===== src/hdl/pstbl_fifo.sv =====
// ----------------------------------------------------------------------------
// pstbl_fifo
// Two-entry item queue between the lookup front and the bucket back end.
// ----------------------------------------------------------------------------
`default_nettype none
module pstbl_fifo #(
   parameter int WIDTH = 8
) (
   input  wire logic             clock,
   input  wire logic             reset,
   input  wire logic             wr_valid,
   output logic                  wr_ready,
   input  wire logic [WIDTH-1:0] wr_data,
   output logic                  rd_valid,
   input  wire logic             rd_ready,
   output logic [WIDTH-1:0]      rd_data
);
   logic [WIDTH-1:0] mem_ff [2];
   logic             wp_ff, rp_ff;
   logic [1:0]       cnt_ff;
   logic             wr, rd;

   assign wr_ready = (cnt_ff != 2'd2);
   assign rd_valid = (cnt_ff != 2'd0);
   assign rd_data  = mem_ff[rp_ff];
   assign wr = wr_valid && wr_ready;
   assign rd = rd_valid && rd_ready;

   always_ff @(posedge clock) begin
      if (wr) mem_ff[wp_ff] <= wr_data;
      if (reset) begin
         wp_ff <= 1'b0; rp_ff <= 1'b0; cnt_ff <= 2'd0;
      end else begin
         if (wr) wp_ff <= !wp_ff;
         if (rd) rp_ff <= !rp_ff;
         cnt_ff <= cnt_ff + {1'b0, wr} - {1'b0, rd};
      end
   end
endmodule
`default_nettype wire


===== config.mk =====
export PLATFORM = sky130hd
export DESIGN_NAME = pstbl_fifo
export DESIGN_NICKNAME = d
export VERILOG_FILES = /design/src/hdl/pstbl_fifo.sv
export SDC_FILE = /design/constraint.sdc
export NUM_CORES = 1
export LEC_CHECK = 0
export BUFFER_PORTS_ARGS = -buffer_cell sky130_fd_sc_hd__buf_2
export CAP_MARGIN = 20
export CORE_MARGIN = 3
export CORE_UTILIZATION = 44
export CTS_BUF_LIST = sky130_fd_sc_hd__clkbuf_16
export DETAILED_ROUTE_END_ITERATION = 8
export GPL_TIMING_DRIVEN = 0
export PLACE_DENSITY = 0.68
export SLEW_MARGIN = 20
export SYNTH_ARGS = -nofsm -noshare
export SYNTH_HDL_FRONTEND = slang
export SYNTH_SLANG_ARGS = --single-unit

===== constraint.sdc =====
create_clock -name clock -period 1.22 [get_ports clock]
set_input_delay 0.183 -clock clock [delete_from_list [all_inputs] [get_ports clock]]
set_output_delay 0.183 -clock clock [all_outputs]
set_load 0.01 [all_outputs]

Word level (Yosys, flattened, before mapping)
Memory sizes are Yosys's and may differ from the RTL's. A register that Yosys moved wholly into a read port is not among the register bits.
Cells that the tools add are included.
Cells by class
  $add $sub $neg: 2
  reductions and logical operators: 5
  mux-type cells: 4
  eq/ne operators: 1
Operators by type and width (count)
  2-to-1 mux 1 bit: 4
  adder 2 x 1 -> 2 bit: 1
  logical AND 1 bit: 2
  zero test 1 bit: 2
  inequality test 2 bit, second input constant: 1
  nonzero test 2 bit: 1
  subtractor 2 x 1 -> 2 bit: 1
Storage, ports and cells
  input port bits: 12
  word-level logic and storage cells: 16
  memories: 1
  memory bits (writable): 16
  register bits after elaboration: 4
Memories
  mem_ff: words 2, width 8, read ports 1, clocked after Yosys merged registers in 1, write ports 1, line 18  | logic [WIDTH-1:0] mem_ff [2];

Logic depth before layout (Yosys ltp)
  word-level depth: 4
  mapped depth: 6
  gate-level depth less buffers: 6

Worst setup path after synthesis
No wires, ideal clock.
  path kind: reg2reg
  start point: register cnt_ff[1]
  end point: register cnt_ff[1]
  slack: -0.108 ns
  data required time: 1.096 ns
  data arrival time: 1.204 ns
  library setup time: 0.124 ns
  clock period less this slack: 1.328 ns
  stages on the path, launching flop included: 7
  cells stage by stage: dfxtp_1 -> and2b_1 -> o21ba_2 -> nor2_1 -> ha_1 -> nor4_1 -> nor3_1
On the way
  cells in the longest elaborated chain, start to end: 4
  elaborated cells between the ends (all ways): 6
  classes of those cells: 2 x add/sub; 1 x eq/ne; 3 x reduce/logical
Ends and longest elaborated chain
  start: declaration: line 20  | logic [1:0] cnt_ff;
  start signal: assignment: line 36  | cnt_ff <= cnt_ff + {1'b0, wr} - {1'b0, rd};
  inequality test 2 bit: line 23  | assign wr_ready = (cnt_ff != 2'd2);
  logical AND 1 bit: line 26  | assign wr = wr_valid && wr_ready;
  adder 2 x 1 -> 2 bit: line 36
  subtractor 2 x 1 -> 2 bit (*): line 36
Every way passes the cells marked *; elsewhere a longest branch is shown, timed or not.
A chain may end at the register's enable or synchronous reset.

==> out/metrics.yaml <==
sta:
  min_period_over_period: 1.10
  rsz0062_at_grt: "yes"
  slew_viol_final: 0
  layout_min_cycle_time_ns: 1.34
  setup_violations: 10
  final_hold_viol_count: 0
  max_freq_mhz: 747
  setup_ws_ns: -0.119
  clock_skew_ns: 0.00199
  worst_slew_pin_slew_ns: 0.336
  slew_headroom: 0.773
synth:
  yosys-top-cells-count: "edfxtp_1, mux2_2, dfxtp_1"
  synth_area_um2: 832
  synth_edf_count: 16
  synth.most_common_cell: "edfxtp_1"
  async_reset_ff_frac: 0
  syn_nets: 67
  synth_top_cell_by_area: "edfxtp_1"
  synthSimpleGateAreaFrac: 0.105
  synth_top_flop_cell: "edfxtp_1"
  synth.avg_cell_area_um2: 15.4
  synth_mux_area_frac: 0.108
  synthDistinctLibCells: 23
  synthTopCellsByArea: "edfxtp_1, dfxtp_1, mux2_2"
  synthAdderAreaFrac: 0.0150
  synth_top_family_by_area: "multiplexers"
  synth_compound_area_frac: 0.0526
  synth_xor_area_frac: 0.0105
  yosysWarnings: 0
  netlist.area_leader.share: 0.577
  yosysSeqAreaShare: 0.698
  syn-instance-count: 54
  ys_seq_elements: 21
floorplanning:
  num_rows: 15
  initial_utilization: 0.472
  core_area_um2: 1760
  die-area_um2: 2450
  die_width_um: 49.5
  io_pins: 22
  fp.dieH_um: 49.5
cells_and_area:
  final_nets: 96
  n_fill_cell: 129
  final_cells: 107
  drive_gt1_frac: 0.610
  num_antenna_cells: 0
  syn2layout_area_growth_pct: 47.8
place:
  dp.cells: 100
  routabilityCongestion: 0.669
  portBuffers: 21
  dp_slack_ns: -0.122
  hpwlAfterDp_um: 889
clock_network:
  clk_latency_ns: 0.25
  cts_root_buffer: "clkbuf_16"
  tritoncts: "built"
  clk_pin_slew_ns: 0.05
  numClockSinks: 21
  clk_path_buf_depth: 2
  numCtsBuffers: 3
  cts-htree-levels: 1
grt:
  grtUsageTotal: 0.129
  gr-total-overflow: 0
  grt_pass1_wl_mm: 2.33
  grt_max_degree: 12
  antenna_found_initial: 0
  grt_pass1_vias: 487
hold_path:
  holdCritPathClass: "input port to register"
critical_path:
  critPathLaunchType: "register"
  worstSetupPathType: "register to output pin"
  worst_setup_path_end_kind: "output pin"
  crit_required_ns: 1.04
  cp_data_arrival_time_ns: 1.16
  cp_max_fo: 8
routing:
  firstDrtPassIters: 2
  totalWireLength_mm: 1.41
  routedWlPerCell_um: 13.2
  via_count: 516
  via_per_inst: 4.82
  first_iter_violations: 1
  drcViolationCount: 0
  ant_nets: 0
power:
  finalPower_uw: 2350
  ir_drop_uv: 1740
  leakage_uw: 0.000494
  p_per_area_nw_per_um2: 1910
outcome:
  status: "finished, violations left"
  violations: "setup timing"
flow_run:
  cap_viol_max_count: 0
==> logic make-up (layout without fill, tap and decap cells) <==
kind of cell	after synthesis	after routing
DFF	21	21
and+or+nand+nor	15	15
muxes	8	8
AOI/OAI and AO/OA	6	6
buffers and inverters	2	30
adders and majority gates	1	1
xor gates and xnor gates	1	1
==> where the power goes <==
part           switching (uW)  internal, uW  total, uW
registers                60.2           889        949
logic                     288           452        740
clock network             223           436        658
total                     571          1780       2350
==> routing by layer <==
layer,share of wire,global-route usage
met4,0,0.0553
met1,0.43,0.157
met5,0,0
met2,0.52,0.196
met3,0.050,0.0604
==> cell usage in the layout, fill, tap and decap left out, types with 2 or more instances in the layout <==
master     synthesis  routed
dfxtp_4            0       2
buf_2              1      12
buf_6              0       9
clkbuf_16          0       3
dfxtp_1            5       2
edfxtp_1          16      16
nor2_1             4       3
mux2_4             0       8
buf_4              0       3
==> final cells by class <==
class	instances	area (um2)	area share
flip-flops and latches	21	589	0.479
multi-input cells	31	325	0.264
repair buffers	24	184	0.150
clock buffers	3	75.1	0.0610
well taps	25	31.3	0.0254
plain buffers	1	15.0	0.0122
inverters	1	6.26	0.00509
clock inverters	1	3.75	0.00305
==> flip-flops by register name (all words and copies together) (netlist names), named ones only <==
name and cells:
mem_ff 16, rp_ff 1, cnt_ff 2, wp_ff 1
==> critical path, stage by stage, from the launching register on <==
cell and delay, ns:
dfxtp_2 0.32, buf_8 0.14, mux2_4 0.32, buf_6 0.12
==> final timing paths <==
check / from / endpoint / slack [ns] / cells past startpoint
setup / recovery: register / rd_data[7] / -0.12 / 3
setup reg to reg: cnt_ff[1]$_SDFF_PP0_ / cnt_ff[1]$_SDFF_PP0_ / -0.06 / 6
hold reg to reg: rp_ff$_SDFFE_PP0P_ / register / 0.51 / 2
hold / removal: wr_data[5] / mem_ff[0][5]$_DFFE_PP_ / 0.12 / 1
==> per-stage QoR <==
stage | utilization | setup TNS, ns | hold WS (ns) | cell area (um2)
2_1_floorplan | - | -0.0219 | 0.252 | 835
3_3_place_gp | 0.550 | -1.14 | 0.371 | 971
3_5_place_dp | 0.550 | -1.32 | 0.374 | 971
4_1_cts | 0.667 | -1.11 | 0.115 | 1180
5_1_grt | 0.697 | -1.30 | 0.113 | 1230
6_report | 0.697 | -0.976 | 0.121 | 1230
==> timing repair <==
item | CTS | global route
endpoints found under the setup margin | 27 | 28
pin swaps | 5 | 4
buffers inserted | 2 | 1
hold buffers | 0 | 0
gates resized for setup | 28 | 10
No activity file was read; power rests on OpenSTA's default activity.
