### config.mk
export PLATFORM = sky130hd
export DESIGN_NAME = pstbl_back
export DESIGN_NICKNAME = d
export VERILOG_FILES = /design/src/hdl/pstbl_back.sv
export SDC_FILE = /design/constraint.sdc
export NUM_CORES = 2
export LEC_CHECK = 0
export BUFFER_PORTS_ARGS = -buffer_cell sky130_fd_sc_hd__buf_2
export CORE_MARGIN = 2
export CORE_UTILIZATION = 35
export DETAILED_ROUTE_END_ITERATION = 16
export MAX_ROUTING_LAYER = met4
export SLEW_MARGIN = 15
export SYNTH_ARGS = -nofsm -noshare
export SYNTH_HDL_FRONTEND = slang
export SYNTH_SLANG_ARGS = --single-unit
### constraint.sdc
create_clock -name clock -period 15.5 [get_ports clock]
set_clock_uncertainty 0.15 [all_clocks]
set_input_delay 3.1 -clock clock [delete_from_list [all_inputs] [get_ports clock]]
set_output_delay 3.1 -clock clock [all_outputs]
set_load 0.01 [all_outputs]
### src/hdl/pstbl_back.sv
// ----------------------------------------------------------------------------
// pstbl_back
// Refills the bucket of the chosen slot, takes a token if one is there and keeps the totals.
// ----------------------------------------------------------------------------
`default_nettype none
module pstbl_back #(
   parameter int MAX_ENTRIES   = 16,
   parameter int FRACTION_BITS = 16,
   localparam int SW = (MAX_ENTRIES > 1) ? $clog2(MAX_ENTRIES) : 1,
   localparam int CW = $clog2(MAX_ENTRIES + 1)
) (
   input  wire logic          clock,
   input  wire logic          reset,
   input  wire logic [15:0]   burst,
   input  wire logic [31:0]   rate,
   input  wire logic          q_valid,
   output logic               q_ready,
   input  wire logic [SW-1:0] q_slot,
   input  wire logic          q_new,
   input  wire logic          q_evict,
   input  wire logic [CW-1:0] q_tracked,
   input  wire logic [31:0]   q_time,
   output logic               rsp_valid,
   input  wire logic          rsp_ready,
   output logic               rsp_allowed,
   output logic               rsp_was_new,
   output logic               rsp_evicted_one,
   output logic [4:0]         rsp_sources_tracked,
   output logic [31:0]        rsp_admit_total,
   output logic [31:0]        rsp_drop_total,
   output logic [31:0]        rsp_eviction_total
);
   localparam int TW = 16 + FRACTION_BITS;
   typedef enum logic [3:0] {
      ST_IDLE = 4'b0001, ST_MUL = 4'b0010, ST_UPD = 4'b0100, ST_OUT = 4'b1000
   } state_type;

   state_type      state_ff, state_in;
   logic [TW-1:0]  tok_ff [MAX_ENTRIES];
   logic [31:0]    last_ff [MAX_ENTRIES];
   logic [SW-1:0]  slot_ff;
   logic           new_ff, ev_ff;
   logic [CW-1:0]  trk_ff;
   logic [31:0]    now_ff, el_ff;
   logic [63:0]    add_ff;
   logic [TW-1:0]  cur, tok;
   logic [TW-1:0]  cap, one;
   logic           allow;
   logic [31:0]    adm_ff, drp_ff, evc_ff;

   assign cap = {burst, {FRACTION_BITS{1'b0}}};
   assign one = TW'(1) << FRACTION_BITS;
   assign q_ready = (state_ff == ST_IDLE);
   assign rsp_valid = (state_ff == ST_OUT);
   assign rsp_was_new = new_ff; assign rsp_evicted_one = ev_ff;
   assign rsp_sources_tracked = 5'(trk_ff);
   assign rsp_admit_total = adm_ff; assign rsp_drop_total = drp_ff;
   assign rsp_eviction_total = evc_ff;

   always_comb begin
      cur = new_ff ? cap : tok_ff[slot_ff];
      if (cur >= cap || add_ff >= 64'(cap - cur)) tok = cap;
      else tok = cur + TW'(add_ff);
      allow = (tok >= one);
      state_in = state_ff;
      case (state_ff)
         ST_IDLE: if (q_valid) state_in = ST_MUL;
         ST_MUL:  state_in = ST_UPD;
         ST_UPD:  state_in = ST_OUT;
         ST_OUT:  if (rsp_ready) state_in = ST_IDLE;
         default: state_in = ST_IDLE;
      endcase
   end

   always_ff @(posedge clock) begin
      if (state_ff == ST_IDLE && q_valid) begin
         slot_ff <= q_slot; new_ff <= q_new; ev_ff <= q_evict;
         trk_ff <= q_tracked; now_ff <= q_time;
         el_ff <= q_new ? 32'd0 : q_time - last_ff[q_slot];
      end
      if (state_ff == ST_MUL) add_ff <= 64'(el_ff) * 64'(rate);
      if (state_ff == ST_UPD) begin
         tok_ff[slot_ff]  <= allow ? tok - one : tok;
         last_ff[slot_ff] <= now_ff;
         rsp_allowed <= allow;
      end
      if (reset) begin
         state_ff <= ST_IDLE; adm_ff <= '0; drp_ff <= '0; evc_ff <= '0;
      end else begin
         state_ff <= state_in;
         if (state_ff == ST_UPD) begin
            if (allow) adm_ff <= adm_ff + 32'd1;
            else drp_ff <= drp_ff + 32'd1;
            if (ev_ff) evc_ff <= evc_ff + 32'd1;
         end
      end
   end
endmodule
`default_nettype wire

# == After elaboration in Yosys (flattened, before gate mapping) ==
# Memories as Yosys holds them, arrays and structs flattened. A register that Yosys moved wholly into a read port is not among the register bits.
# Index checks and enable logic that the tools add are counted.
# word_totals
memories,2
regBits,240
ramBits,1024
# op_classes
bitwise,1
n_mux,9
n_lt_le_gt_ge,3
n_eq_ne,6
n_mul,1
add_sub_neg,7
n_reduce_logical,6
# memory_table
name,words,word_bits,read_ports,rd_clocked_by_memory_dff,write_ports,line_no,text
last_ff,16,32,1,0,1,40,logic [31:0] last_ff [MAX_ENTRIES];
tok_ff,16,32,1,1,1,39,logic [TW-1:0] tok_ff [MAX_ENTRIES];
# op_table
op,count
$add A32 B1 Y32 const B,3
$mux W32,3
$ge A64 B64 Y1,1
$mul A32 B32 Y64,1
$sub A32 B32 Y33,1
$add A32 B32 Y32,1
$ge A32 B17 Y1 const B,1
$ge A32 B32 Y1,1
$sub A32 B17 Y32 const B,1
$sub A32 B32 Y32,1
$pmux W4 S4,1
$mux W4,3
$reduce_and A2 Y1,4
$eq A4 B1 Y1 const B,1
$eq A4 B2 Y1 const B,1
$eq A4 B3 Y1 const B,1
$eq A4 B4 Y1 const B,1
$mux W1,2
$ne A2 B1 Y1 const B,1
$ne A2 B2 Y1 const B,1
$logic_and A1 B1 Y1,1
$logic_or A1 B1 Y1,1
$not A1 Y1,1

# == Logic depth before layout (Yosys ltp) ==
# logic_depth
depth_word,8
ltp_mapped,48

# == Worst setup path before layout ==
# Ideal clock, no wire load.
# synth_timing
path_kind,input -> register
startpoint,input port burst[2]
endpoint,"memory tok_ff[0][28] (netlist name), data pin"
path_buffers,4
stages,36
t_arrival_ns,12.160
setup_time_ns,0.296
slack_ns,2.894
required_time_ns,15.054
cell_sequence,nand2_1 > and2_1 > ha_1 > and2_1 > nand4_1 > o21ai_0 > o311ai_0 > a31oi_1 > o21ai_0 > nand2b_1 > a21oi_1 > o21ai_0 > ha_1 > a21o_1 > a21o_1 > a21o_1 > a21o_1 > a221oi_1 > o21ai_0 > a41o_1 > nor3_2 > clkbuf_1 > mux2i_1 > ha_1 > and4_1 > nand4_1 > nor4bb_1 > a41oi_1 > nor4bb_1 > nand4_1 > buf_2 > buf_2 > buf_1 > nand4_1 > xor2_1 > mux2i_1
# synth_between
elab_chain_len,7
# synth_rtl
element,line_no,text
"start, declared",14,"input wire logic [15:0] burst,"
$mux W32,61,cur = new_ff ? cap : tok_ff[slot_ff];
$sub A32 B32 Y33,62,if (cur >= cap || add_ff >= 64'(cap - cur)) tok = cap;
$ge A64 B64 Y1,62,
$logic_or A1 B1 Y1,62,
$mux W32 (*),62,
$sub A32 B17 Y32 / $ge A32 B17 Y1 (equally long branches),"83, 64",
$mux W32 (*),83,tok_ff[slot_ff] <= allow ? tok - one : tok;
"end, declared",39,
# Every way passes the cells marked *; elsewhere a longest branch is shown, timed or not.

==> impl_results.md <==
- Status: finished clean
- Chip Height: 503 um
- Most used cell, CP: o21ai_0
- TritonCTS clock tree: done
- First-pass GRT wire length: 362 mm
- CP Data Required Time: 15.79 ns
- Top Ports: 201
- Setup Fix Bufs, Post-CTS: 0
- CORE AREA: 248000 sq um
- Slowest stage cell, crit path: nor3_4
- DR DRC count: 0
- Post-DRT Antenna Nets: 0
- Most instantiated cells after synthesis: 1164 x edfxtp_1, 1106 x inv_1, 948 x nand2_1
- HP Class: reg -> reg
- Tmin final: 13.27 ns
- Clock Sinks: 1268
- Synth unique cells: 88
- Max Root-Sink Buffers: 3
- Ys flop type: edfxtp_1
- IO buf count: 200
- Area grow syn2layout: 10.4%
- Vias in the first global route: 58.2k
- Top-count cell post-synth: edfxtp_1
- Post-layout nets: 8528
- Yosys top cell by area: edfxtp_1
- # rows: 183
- Wire per inst: 22.6 um
- Hold Path Stages: 2
- Hpwl dp: 161 mm
- Hold path startpoint: rsp_eviction_total[1]
- R2R Path End: tok_ff[5][26]
- Synth Register Bits: 1268
- Post-synth EDFFs: 1164
- Vias post-DR: 55.3k
- Hold Path End: rsp_eviction_total[1]
- Setup TNS Final: 0 ns
- Mapped Area: 87300 sq um
- Length of the first detailed-routing pass in iterations: 6
- Gr usage total: 19.5%
- Fillers: 23.6k
- Worst-path maximum fanout: 43
- Share of cells above drive strength 1: 12.1%
- RSZ-0062 raised after global routing: false
- Ys async rst share: 0%
- First DRT Iteration DRCs: 4934
- Cts repair resizes: 0
- Worst hold slack: 0.355 ns
- Die span in x: 503 um
- Final Hold Fails: 0
- Worst R2R Path Depth: 35
- Max Cap Viol: 0
- Max Freq: 0.0754 GHz
- Vias per inst: 5.24
- GR Overflow Total: 0
- Worst-margin pin slew: 1.22 ns
- Placed Instances: 10.3k
- Dominant cells by area after synthesis: edfxtp_1 40%, fa_1 21%, mux4_2 7.6%
- Syn_nets: 8416
- Fin cells: 10.6k
- Inserted Clock Buffers: 132
- Syn Area/Cell: 12.4 sq um
- Critical path class: reg -> reg
- R2R Setup Slk: 2.23 ns
- Worst slack, placed: 1.81 ns
- Clock Latency Late Sink: 0.78 ns
- Initial antenna violation count: 23
- Largest net degree at the start of global routing: 68
- Post-route setup slack: 2.23 ns
- Final Max Slew Viols: 0
- Die area: 253000 sq um
- Sequential element share of the synthesized area: 42.4%
- Initial Util: 35.2%
- CP startpoint kind: flop
- Crit end category: flop
- Gate Count Post-Synth: 7012
- H-tree levels: 4
- Final WL: 238 mm
- Tcrit/Tclk final: 85.6%
- Root Driver: clkbuf_16
- Top-area cell type share of the netlist area: 40.0%
- Gp weighted congestion: 0.918
- Slowest stage delay, CP: 1.01 ns
- Clk pin slew, worst setup/hold paths: 0.06 ns
- Worst relative slew slack: 18.4%
- Hold buffer count at cts: 0
- Yosys Warn Count: 0
- Worst path arrival time: 13.56 ns
- Setup-failing EPs final: 0
==> state kept, by name (all words and copies together), names as in the netlist, named ones only <==
register / cells
tok_ff: 512
last_ff: 512
now_ff: 32
rsp_eviction_total: 32
rsp_evicted_one: 1
el_ff: 32
rsp_admit_total: 32
rsp_allowed: 1
rsp_was_new: 1
slot_ff: 4
rsp_drop_total: 32
rsp_sources_tracked: 5
add_ff: 64
state_ff: 4
==> critical path: cells and delay by family, from the launching register on <==
family,cells,cell delay (ns)
xor+xnor,1,0.77
mux,2,1.05
buf+inv,3,1.04
flops,1,0.82
compound gates,17,4.30
fa+ha+maj,2,0.58
simple gates,10,4.07
==> layout make-up <==
cell class              instances  area, sq um  area share (%)
repair buffers                301         1780            1.85
inverters                    1109         4170            4.32
flip-flops and latches       1268        37000            38.4
clock buffers                 169         3510            3.65
multi-input cells            4312        45000            46.7
well taps                    3330         4170            4.32
diodes                         10         25.0          0.0260
clock inverters                64          724           0.751
==> cell usage in the layout (no fill, tap or decap), types with 43 or more instances in the layout <==
| cell type | Yosys | routed |
|---|---|---|
| xnor2_1 | 120 | 117 |
| clkbuf_16 | 0 | 134 |
| ha_1 | 411 | 411 |
| a21o_1 | 75 | 75 |
| buf_4 | 4 | 103 |
| nor2_1 | 235 | 222 |
| and2_1 | 296 | 296 |
| nor3_1 | 47 | 43 |
| nand3_1 | 65 | 65 |
| xor2_1 | 88 | 87 |
| nand4_1 | 48 | 48 |
| dfxtp_1 | 104 | 101 |
| mux4_2 | 296 | 296 |
| a21oi_1 | 159 | 159 |
| nand2_1 | 948 | 948 |
| fa_1 | 898 | 898 |
| inv_1 | 1106 | 1105 |
| buf_2 | 12 | 196 |
| edfxtp_1 | 1164 | 1164 |
| o21ai_0 | 103 | 102 |
==> logic make-up (layout without fill, tap and decap cells) <==
kind of cell               count (synthesis)  after routing  share of synthesized area [%]
buffers and inverters                   1432           1643                           6.24
other                                      0             10                              0
muxes                                    349            349                           8.28
DFF                                     1268           1268                           42.4
xor gates and xnor gates                 208            208                           2.09
AOI/OAI and AO/OA                        571            571                           4.39
and+or+nand+nor                         1875           1875                           10.1
adders and majority gates               1309           1309                           26.5
==> per-stage QoR <==
| step | cell area, sq um | utilization (%) |
|---|---|---|
| 2_1_floorplan | 87300 | - |
| 3_3_place_gp | 92100 | 37.1 |
| 3_5_place_dp | 92100 | 37.1 |
| 4_1_cts | 96300 | 38.8 |
| 5_1_grt | 96400 | 38.8 |
| 6_report | 96400 | 38.8 |
==> metal layers <==
layer | vias to the layer above | wire [um] | track usage [%]
met5 | - | 0 | -
met4 | 0 | 7580 | 6.27
met3 | 461 | 15900 | 2.93
met2 | 2002 | 118000 | 32.1
met1 | 29000 | 97200 | 24.7
li1 | 23900 | - | -
==> worst max-delay path by stage <==
stage	startpoint	endpoint	slack [ns]
after detailed placement	burst[2]	tok_ff[3][16]	1.81
after global placement	burst[1]	tok_ff[14][16]	2.11
final	flop	tok_ff[5][26]	2.23
after floorplan	burst[2]	tok_ff[0][28]	2.89
after global routing	flop	tok_ff[6][26]	0.77
after CTS	flop	tok_ff[4][16]	2.19
Power is not shown: default switching activity piles up to over one toggle a cycle in this logic, so the estimate is an artifact.
