**src/hdl/pstbl_front.sv**
```systemverilog
// ----------------------------------------------------------------------------
// pstbl_front
// Accepts items, matches the key against all entries, updates the valid bits,
// recency ranks and tracked count, and passes slot and flags to the back end.
// ----------------------------------------------------------------------------
`default_nettype none
module pstbl_front #(
   parameter int MAX_ENTRIES = 16,
   parameter int KEY_BITS    = 64,
   localparam int SW = (MAX_ENTRIES > 1) ? $clog2(MAX_ENTRIES) : 1,
   localparam int CW = $clog2(MAX_ENTRIES + 1)
) (
   input  wire logic          clock,
   input  wire logic          reset,
   input  wire logic [4:0]    capacity,
   input  wire logic          req_valid,
   output logic               req_ready,
   input  wire logic [63:0]   req_source_key,
   input  wire logic [31:0]   req_timestamp,
   output logic               q_valid,
   input  wire logic          q_ready,
   output logic [SW-1:0]      q_slot,
   output logic               q_new,
   output logic               q_evict,
   output logic [CW-1:0]      q_tracked,
   output logic [31:0]        q_time
);
   typedef enum logic [1:0] {
      ST_IDLE = 2'b01,
      ST_OUT  = 2'b10
   } state_type;

   state_type            state_ff, state_in;
   logic [MAX_ENTRIES-1:0] valid_ff, valid_in;
   logic [KEY_BITS-1:0]  key_ff [MAX_ENTRIES];
   logic [SW-1:0]        rank_ff [MAX_ENTRIES];
   logic [CW-1:0]        tracked_ff, tracked_in;
   logic [SW-1:0]        slot_ff, slot_in;
   logic                 new_ff, new_in, ev_ff, ev_in;
   logic [31:0]          time_ff;
   logic [MAX_ENTRIES-1:0] hit;
   logic                 found;
   logic [SW-1:0]        hslot, fslot, vslot, lim_rank;
   logic [CW-1:0]        limit;
   logic [SW:0]          rank_lim;
   logic                 accept;

   assign req_ready = (state_ff == ST_IDLE);
   assign accept    = req_valid && req_ready;
   assign q_valid   = (state_ff == ST_OUT);
   assign q_slot = slot_ff; assign q_new = new_ff; assign q_evict = ev_ff;
   assign q_tracked = tracked_ff; assign q_time = time_ff;

   always_comb begin
      if (capacity == 5'd0) limit = CW'(1);
      else if (32'(capacity) > MAX_ENTRIES) limit = CW'(MAX_ENTRIES);
      else limit = CW'(capacity);
      found = 1'b0; hslot = '0; fslot = '0; vslot = '0;
      for (int i = MAX_ENTRIES - 1; i >= 0; i--) begin
         hit[i] = valid_ff[i] && (key_ff[i] == req_source_key[KEY_BITS-1:0]);
         if (hit[i]) begin found = 1'b1; hslot = SW'(i); end
      end
      lim_rank = SW'(tracked_ff - CW'(1));
      for (int i = MAX_ENTRIES - 1; i >= 0; i--) begin
         if (valid_ff[i] && rank_ff[i] == lim_rank) vslot = SW'(i);
      end
      valid_in = valid_ff; tracked_in = tracked_ff; ev_in = 1'b0;
      if (!found && tracked_ff >= limit && tracked_ff != '0) begin
         valid_in[vslot] = 1'b0; tracked_in = tracked_ff - CW'(1); ev_in = 1'b1;
      end
      for (int i = MAX_ENTRIES - 1; i >= 0; i--) begin
         if (!valid_in[i]) fslot = SW'(i);
      end
      new_in = !found;
      slot_in = found ? hslot : fslot;
      rank_lim = found ? {1'b0, rank_ff[hslot]} : {1'b1, {SW{1'b0}}};
      if (!found) begin
         valid_in[fslot] = 1'b1; tracked_in = tracked_in + CW'(1);
      end
      state_in = state_ff;
      case (state_ff)
         ST_IDLE: if (accept) state_in = ST_OUT;
         ST_OUT:  if (q_ready) state_in = ST_IDLE;
         default: state_in = ST_IDLE;
      endcase
   end

   always_ff @(posedge clock) begin
      if (accept) begin
         for (int i = 0; i < MAX_ENTRIES; i++) begin
            if (SW'(i) != slot_in && valid_in[i] && {1'b0, rank_ff[i]} < rank_lim)
               rank_ff[i] <= rank_ff[i] + SW'(1);
         end
         rank_ff[slot_in] <= '0;
         key_ff[slot_in]  <= req_source_key[KEY_BITS-1:0];
         slot_ff <= slot_in; new_ff <= new_in; ev_ff <= ev_in;
         time_ff <= req_timestamp;
      end
      if (reset) begin
         state_ff <= ST_IDLE; valid_ff <= '0; tracked_ff <= '0;
      end else begin
         state_ff <= state_in;
         if (accept) begin valid_ff <= valid_in; tracked_ff <= tracked_in; end
      end
   end
endmodule
`default_nettype wire

```
**config.mk**
```make
export PLATFORM = sky130hd
export DESIGN_NAME = pstbl_front
export DESIGN_NICKNAME = d
export VERILOG_FILES = /design/src/hdl/pstbl_front.sv
export SDC_FILE = /design/constraint.sdc
export NUM_CORES = 2
export LEC_CHECK = 0
export ABC_CLOCK_PERIOD_IN_PS = 11900
export BUFFER_PORTS_ARGS = -buffer_cell sky130_fd_sc_hd__clkbuf_2
export CORE_MARGIN = 3
export CORE_UTILIZATION = 48
export DETAILED_ROUTE_END_ITERATION = 8
export PLACE_DENSITY_LB_ADDON = 0.15
export SYNTH_ARGS = -nofsm -noshare
export SYNTH_HDL_FRONTEND = slang
export SYNTH_SLANG_ARGS = --single-unit
export TNS_END_PERCENT = 1
```
**constraint.sdc**
```tcl
create_clock -name clock -period 11.9 [get_ports clock]
set_input_delay 1.19 -clock clock [delete_from_list [all_inputs] [get_ports clock]]
set_output_delay 1.19 -clock clock [all_outputs]
set_load 0.03 [all_outputs]
```
# After elaboration in Yosys (flattened, before gate mapping)
# Memories as Yosys holds them, arrays and structs flattened.
# Index checks and enable logic that the tools add are counted.
[classes] n_addsub=18 mul=0 div=0 magnitude_cmp=22 eq_ne=51 shift=0 n_mux=130 bitwise=3 reduce_logical=74
[op_table] op="== test 64 bit" count=16
[op_table] op="2-to-1 mux 4 bit" count=49
[op_table] op="less-than comparator 4 x 5 -> 1 bit" count=16
[op_table] op="logical AND 1 bit" count=69
[op_table] op="2-to-1 mux 1 bit" count=69
[op_table] op="adder 4 x 1 -> 4 bit (second input constant)" count=16
[op_table] op="== test 4 bit" count=16
[op_table] op="2-to-1 mux 16 bit" count=2
[op_table] op="inequality test 4 bit (first input constant)" count=8
[op_table] op="2-to-1 mux 5 bit" count=5
[op_table] op="AND 16 bit" count=1
[op_table] op="inequality test 3 x 4 -> 1 bit (first input constant)" count=4
[op_table] op="inverter 16 bit" count=1
[op_table] op="OR 16 bit" count=1
[op_table] op="less-than comparator 4 x 5 -> 1 bit (second input constant)" count=2
[op_table] op="demux 1 bit (select 4 bit)" count=2
[op_table] op="greater-or-equal comparator 4 x 1 -> 1 bit (second input constant)" count=2
[op_table] op="inequality test 2 x 4 -> 1 bit (first input constant)" count=2
[op_table] op="adder 5 x 1 -> 5 bit (second input constant)" count=1
[op_table] op="greater-or-equal comparator 5 bit" count=1
[op_table] op="> comparator 5 bit (second input constant)" count=1
[op_table] op="zero test 5 bit" count=1
[op_table] op="nonzero test 5 bit" count=1
[op_table] op="subtractor 5 x 1 -> 5 bit (second input constant)" count=1
[op_table] op="other kinds (9)" count=11
[totals] regBits=61 latch_bits=0 ram_bits=1088 romBits=0 in_bits=105 out_inout_bits=45 word_cells=307 n_memories=2
[mem_list] memory="key_ff" depth=16 width=64 rd=16 rd_ports_with_merged_regs=0 wr=1 line_no="35" source="logic [KEY_BITS-1:0] key_ff [MAX_ENTRIES];"
[mem_list] memory="rank_ff" depth=16 width=4 rd=17 rd_ports_with_merged_regs=0 wr=17 line_no="36" source="logic [SW-1:0] rank_ff [MAX_ENTRIES];"

# Logic depth before layout (Yosys ltp)
[logic_depth] depth_word=53 mapped_depth=28 mapped_depth_nobuf=25

# Worst setup path after synthesis
# OpenSTA, ideal clock, no wires.
[synth_timing] path_kind="input to register" start="in req_source_key[6]" end="mem key_ff[3][0] (enable)" setup_time_ns=0.492 t_arrival_ns=7.286 t_required_ns=11.408 slack_ns=4.121 path_stages=18 n_path_buf=3 path_cell_list="buf_2 > buf_2 > xnor2_1 > nand4_1 > nor4_1 > nand2_1 > nor4_1 > or3_1 > nor2_1 > nand2_2 > inv_2 > clkbuf_1 > a21o_1 > and4_1 > nor2_1 > nand2b_1 > or2_2 > nor2_1"
[synth_via] elab_chain_len=39 word_cells_on_any_way=85 classes_between="16 x eq/ne; 50 x mux; 19 x reduce/logical"
[synth_rtl] element="start: declaration" line_no="18" source="input wire logic [63:0] req_source_key,"
[synth_rtl] element="== test 64 bit" line_no="60" source="hit[i] = valid_ff[i] && (key_ff[i] == req_source_key[KEY_BITS-1:0]);"
[synth_rtl] element="logical AND 1 bit" line_no="60"
[synth_rtl] element="2-to-1 mux 1 bit (15 in series)" line_no="61" source="if (hit[i]) begin found = 1'b1; hslot = SW'(i); end"
[synth_rtl] element="2-to-1 mux 1 bit *" line_no="61"
[synth_rtl] element="zero test 1 bit *"
[synth_rtl] element="net new_in" line_no="39" source="logic new_ff, new_in, ev_ff, ev_in;"
[synth_rtl] element="logical AND 1 bit * (2 in series)" line_no="68" source="if (!found && tracked_ff >= limit && tracked_ff != '0) begin"
[synth_rtl] element="2-to-1 mux 16 bit *" line_no="68"
[synth_rtl] element="2-to-1 mux 4 bit (15 in series)" line_no="72" source="if (!valid_in[i]) fslot = SW'(i);"
[synth_rtl] element="2-to-1 mux 4 bit *" line_no="72"
[synth_rtl] element="2-to-1 mux 4 bit *" line_no="75" source="slot_in = found ? hslot : fslot;"
[synth_rtl] element="end: declaration" line_no="35"
# Mark *: on every way through the listed nets, which the timed path passes. The rest lies on a longest branch.

==> flow_summary.toml <==
[grt]
grtUsageTotal_pct = 34.38
grt_pass1_wl_um = 307400
grt_remaining_overflow = 0
grt_pass1_vias = 40860
grt_start_max_net_pins = 69
antenna_found_initial = 9

[layout]
final_common_cell = "edfxtp_1"
drive_gt1_share_pct = 11.36
n_fill_cell = 10240
most-common-layout-cells = "edfxtp_1, xnor2_1, nand2b_1"
seq_area_mm2 = 0.03363
multi_input_area_mm2 = 0.02336
syn_to_final_growth_pct = 12.59
fin_area_mm2 = 0.06577
nets = 5196
final_cells = 6739

[timing]
clock-skew-final_ns = 0.02919
worst_pin_slew_ns = 1.126
hold_viol = 0
fmax_mhz = 109.6
setup_viol = 0
relSlewSlack_pct = 24.28
drv_slew = 0
period_share_pct = 76.65
period_needed_ns = 9.122
finalSetupTns_ns = 0
holdWs_ns = 0.5022
rsz0062_at_grt = "false"

[die]
core_region_area_mm2 = 0.1203
ios = 150
start_util_pct = 48.56
die_area_mm2 = 0.1259
die_w_um = 354.8
die_y_um = 354.8
rows = 127

[power]
power_frac_comb_pct = 11.7
pwr-share-seq_pct = 46.9
p_leak_nw = 21.62
clockPowerShare_pct = 41.4
swShare_pct = 26.68
internal_power_mw = 7.278
powerDensity_mw_per_mm2 = 150.9
ir_drop_mv = 0.1445
p_sw_mw = 2.648

[place]
dpl_cell_area_mm2 = 0.06144
gp_congestion = 0.9909
dp.cells = 6499
hpwlAfterDp_um = 154000
portBuffers = 149

[setup_path]
crit_required_ns = 12.59
timing.rr.start = "key_ff[13][51]"
crit_path_start_kind = "input pin"
startpoint = "req_source_key[51]"
path_class = "in -> reg"
worstPathMaxFanout = 22
end_kind = "register"
cp.arrival_ns = 9.81

[synthesis]
synth_seq_cells = 1149
synth-adder-area-share_pct = 1.521
synth_flop_cell = "edfxtp_1"
synth_compound_area_share_pct = 5.497
syn_area_per_cell_um2 = 12.28
syn_nets = 4932
synth_edf_count = 1062
synth-simple-area-share_pct = 18.92
ys_types = 109
synth_mux_area_share_pct = 0.8568
ys_seq_area_share_pct = 57.58
synth_top_family_by_area = "simple AND/OR/NAND/NOR gates"
synth-warning-count = 0
synth_xor_area_share_pct = 12.99
synth_area_mm2 = 0.05841
async_flop_share_pct = 0
synthCells = 4756

[routing]
ant_nets = 0
drc = 0
vias = 42820
wl_per_cell_um = 32.48
via_per_inst = 6.354
drt_iter0_markers = 5763
first_pass_iters = 6
wirelength_um = 218900

[clock_network]
clock-sinks = 1149
cts_tree = "yes"
postCtsSetupRepairBufs = 0
clock_path_buffers = 3
clk_pin_slew_worst_paths_ns = 0.06
clk_latency_ns = 0.79
cts-root-buf = "clkbuf_16"
htreeDepth = 4
cts_made_buffers = 131
cts_resized = 0
postCtsHoldBufs = 0

[status]
outcome = "completed"

[min_path]
holdCritStartpoint = "valid_ff[14]"
hold_class = "reg -> reg"

[job]
cap_viol_max_count = 0
registers in the layout, indices dropped and copies added (netlist names):
signal,cells
key_ff,1024
q_evict,1
q_new,1
q_slot,4
q_time,32
q_tracked,5
rank_ff,64
state_ff,2
valid_ff,16
cells in the mapped netlist (88+ instances only):
cell / n / share of area [%]
edfxtp_1: 1062 / 55
nor4_1: 155 / 1.7
nand3_1: 146 / 1.3
xnor2_1: 624 / 9.4
buf_2: 88 / 0.75
xor2_1: 184 / 2.8
nor2_1: 200 / 1.3
o21ai_0: 91 / 0.78
nand2b_1: 463 / 5.0
nand2_1: 211 / 1.4
nand4_1: 385 / 4.1
inv_1: 120 / 0.77
worst paths after layout:
kind,slack (ns),cells past startpoint,to
max reg2reg,4.03,23,rank_ff[11][3]
max,2.78,25,rank_ff[11][3]
min reg2reg,0.50,2,valid_ff[14]
min,0.50,2,valid_ff[14]
cell type report:
type	instances	area share, %
Tap cell	1612	3.067
Antenna cell	5	0.01903
Clock buffer	159	5.222
Sequential cell	1149	51.14
Timing Repair Buffer	304	2.979
Inverter	126	0.7192
Clock inverter	76	1.334
Multi-Input combinational cell	3308	35.52
layer usage:
layer | up-vias | part of all wire, % | GRT usage, %
met2 | 2499 | 44 | 52.40
li1 | 18380 | - | -
met5 | - | 0 | 0
met1 | 21450 | 40 | 47.29
met4 | 0 | 5.8 | 17.31
met3 | 497 | 9.6 | 6.376
worst max-delay path, stage by stage:
cell and delay, ns:
clkbuf_2 0.54, buf_4 0.50, nor2b_1 0.20, a2111o_1 0.44, nor4_1 0.52, nand3_1 0.15, nor4_1 0.88, o22ai_1 0.64
o2bb2ai_1 0.38, a2111o_1 0.49, a21o_1 0.38, mux2i_1 0.26, nand2_1 0.08, nand3_1 0.12, o21ai_0 0.08, o21ai_1 0.85
ha_1 0.39, o21ai_0 0.18, nand2b_1 0.08, a21oi_1 0.28, o21ai_0 0.25, a21oi_2 0.23, nand2_1 0.14, or3_1 0.37
a21oi_1 0.12
cell families after synthesis:
logic type,after synthesis
AOI/OAI and AO/OA,448
xor gates and xnor gates,831
adders and majority gates,71
buffers and inverters,299
DFF,1149
muxes,43
and+or+nand+nor,1915
per-stage QoR:
| step | setup slack [ns] | utilization [%] | power [mW] |
|---|---|---|---|
| 4_1_cts | 3.009 | 54.66 | 9.955 |
| 3_3_place_gp | 2.197 | 51.08 | 5.877 |
| 3_5_place_dp | 2.129 | 51.08 | 5.881 |
| 6_report | 2.779 | 54.67 | 9.926 |
| 5_1_grt | 2.623 | 54.66 | 10.22 |
| 2_1_floorplan | 4.121 | - | 5.383 |
power groups by stage:
stage	clock (mW)	combinational (mW)	sequential, mW
2_1_floorplan	0	0.689	4.69
3_3_place_gp	0	1.13	4.74
3_5_place_dp	0	1.14	4.74
4_1_cts	4.15	1.15	4.66
5_1_grt	4.32	1.24	4.66
6_report	4.11	1.16	4.66
No activity file was read; power rests on OpenSTA's default activity.
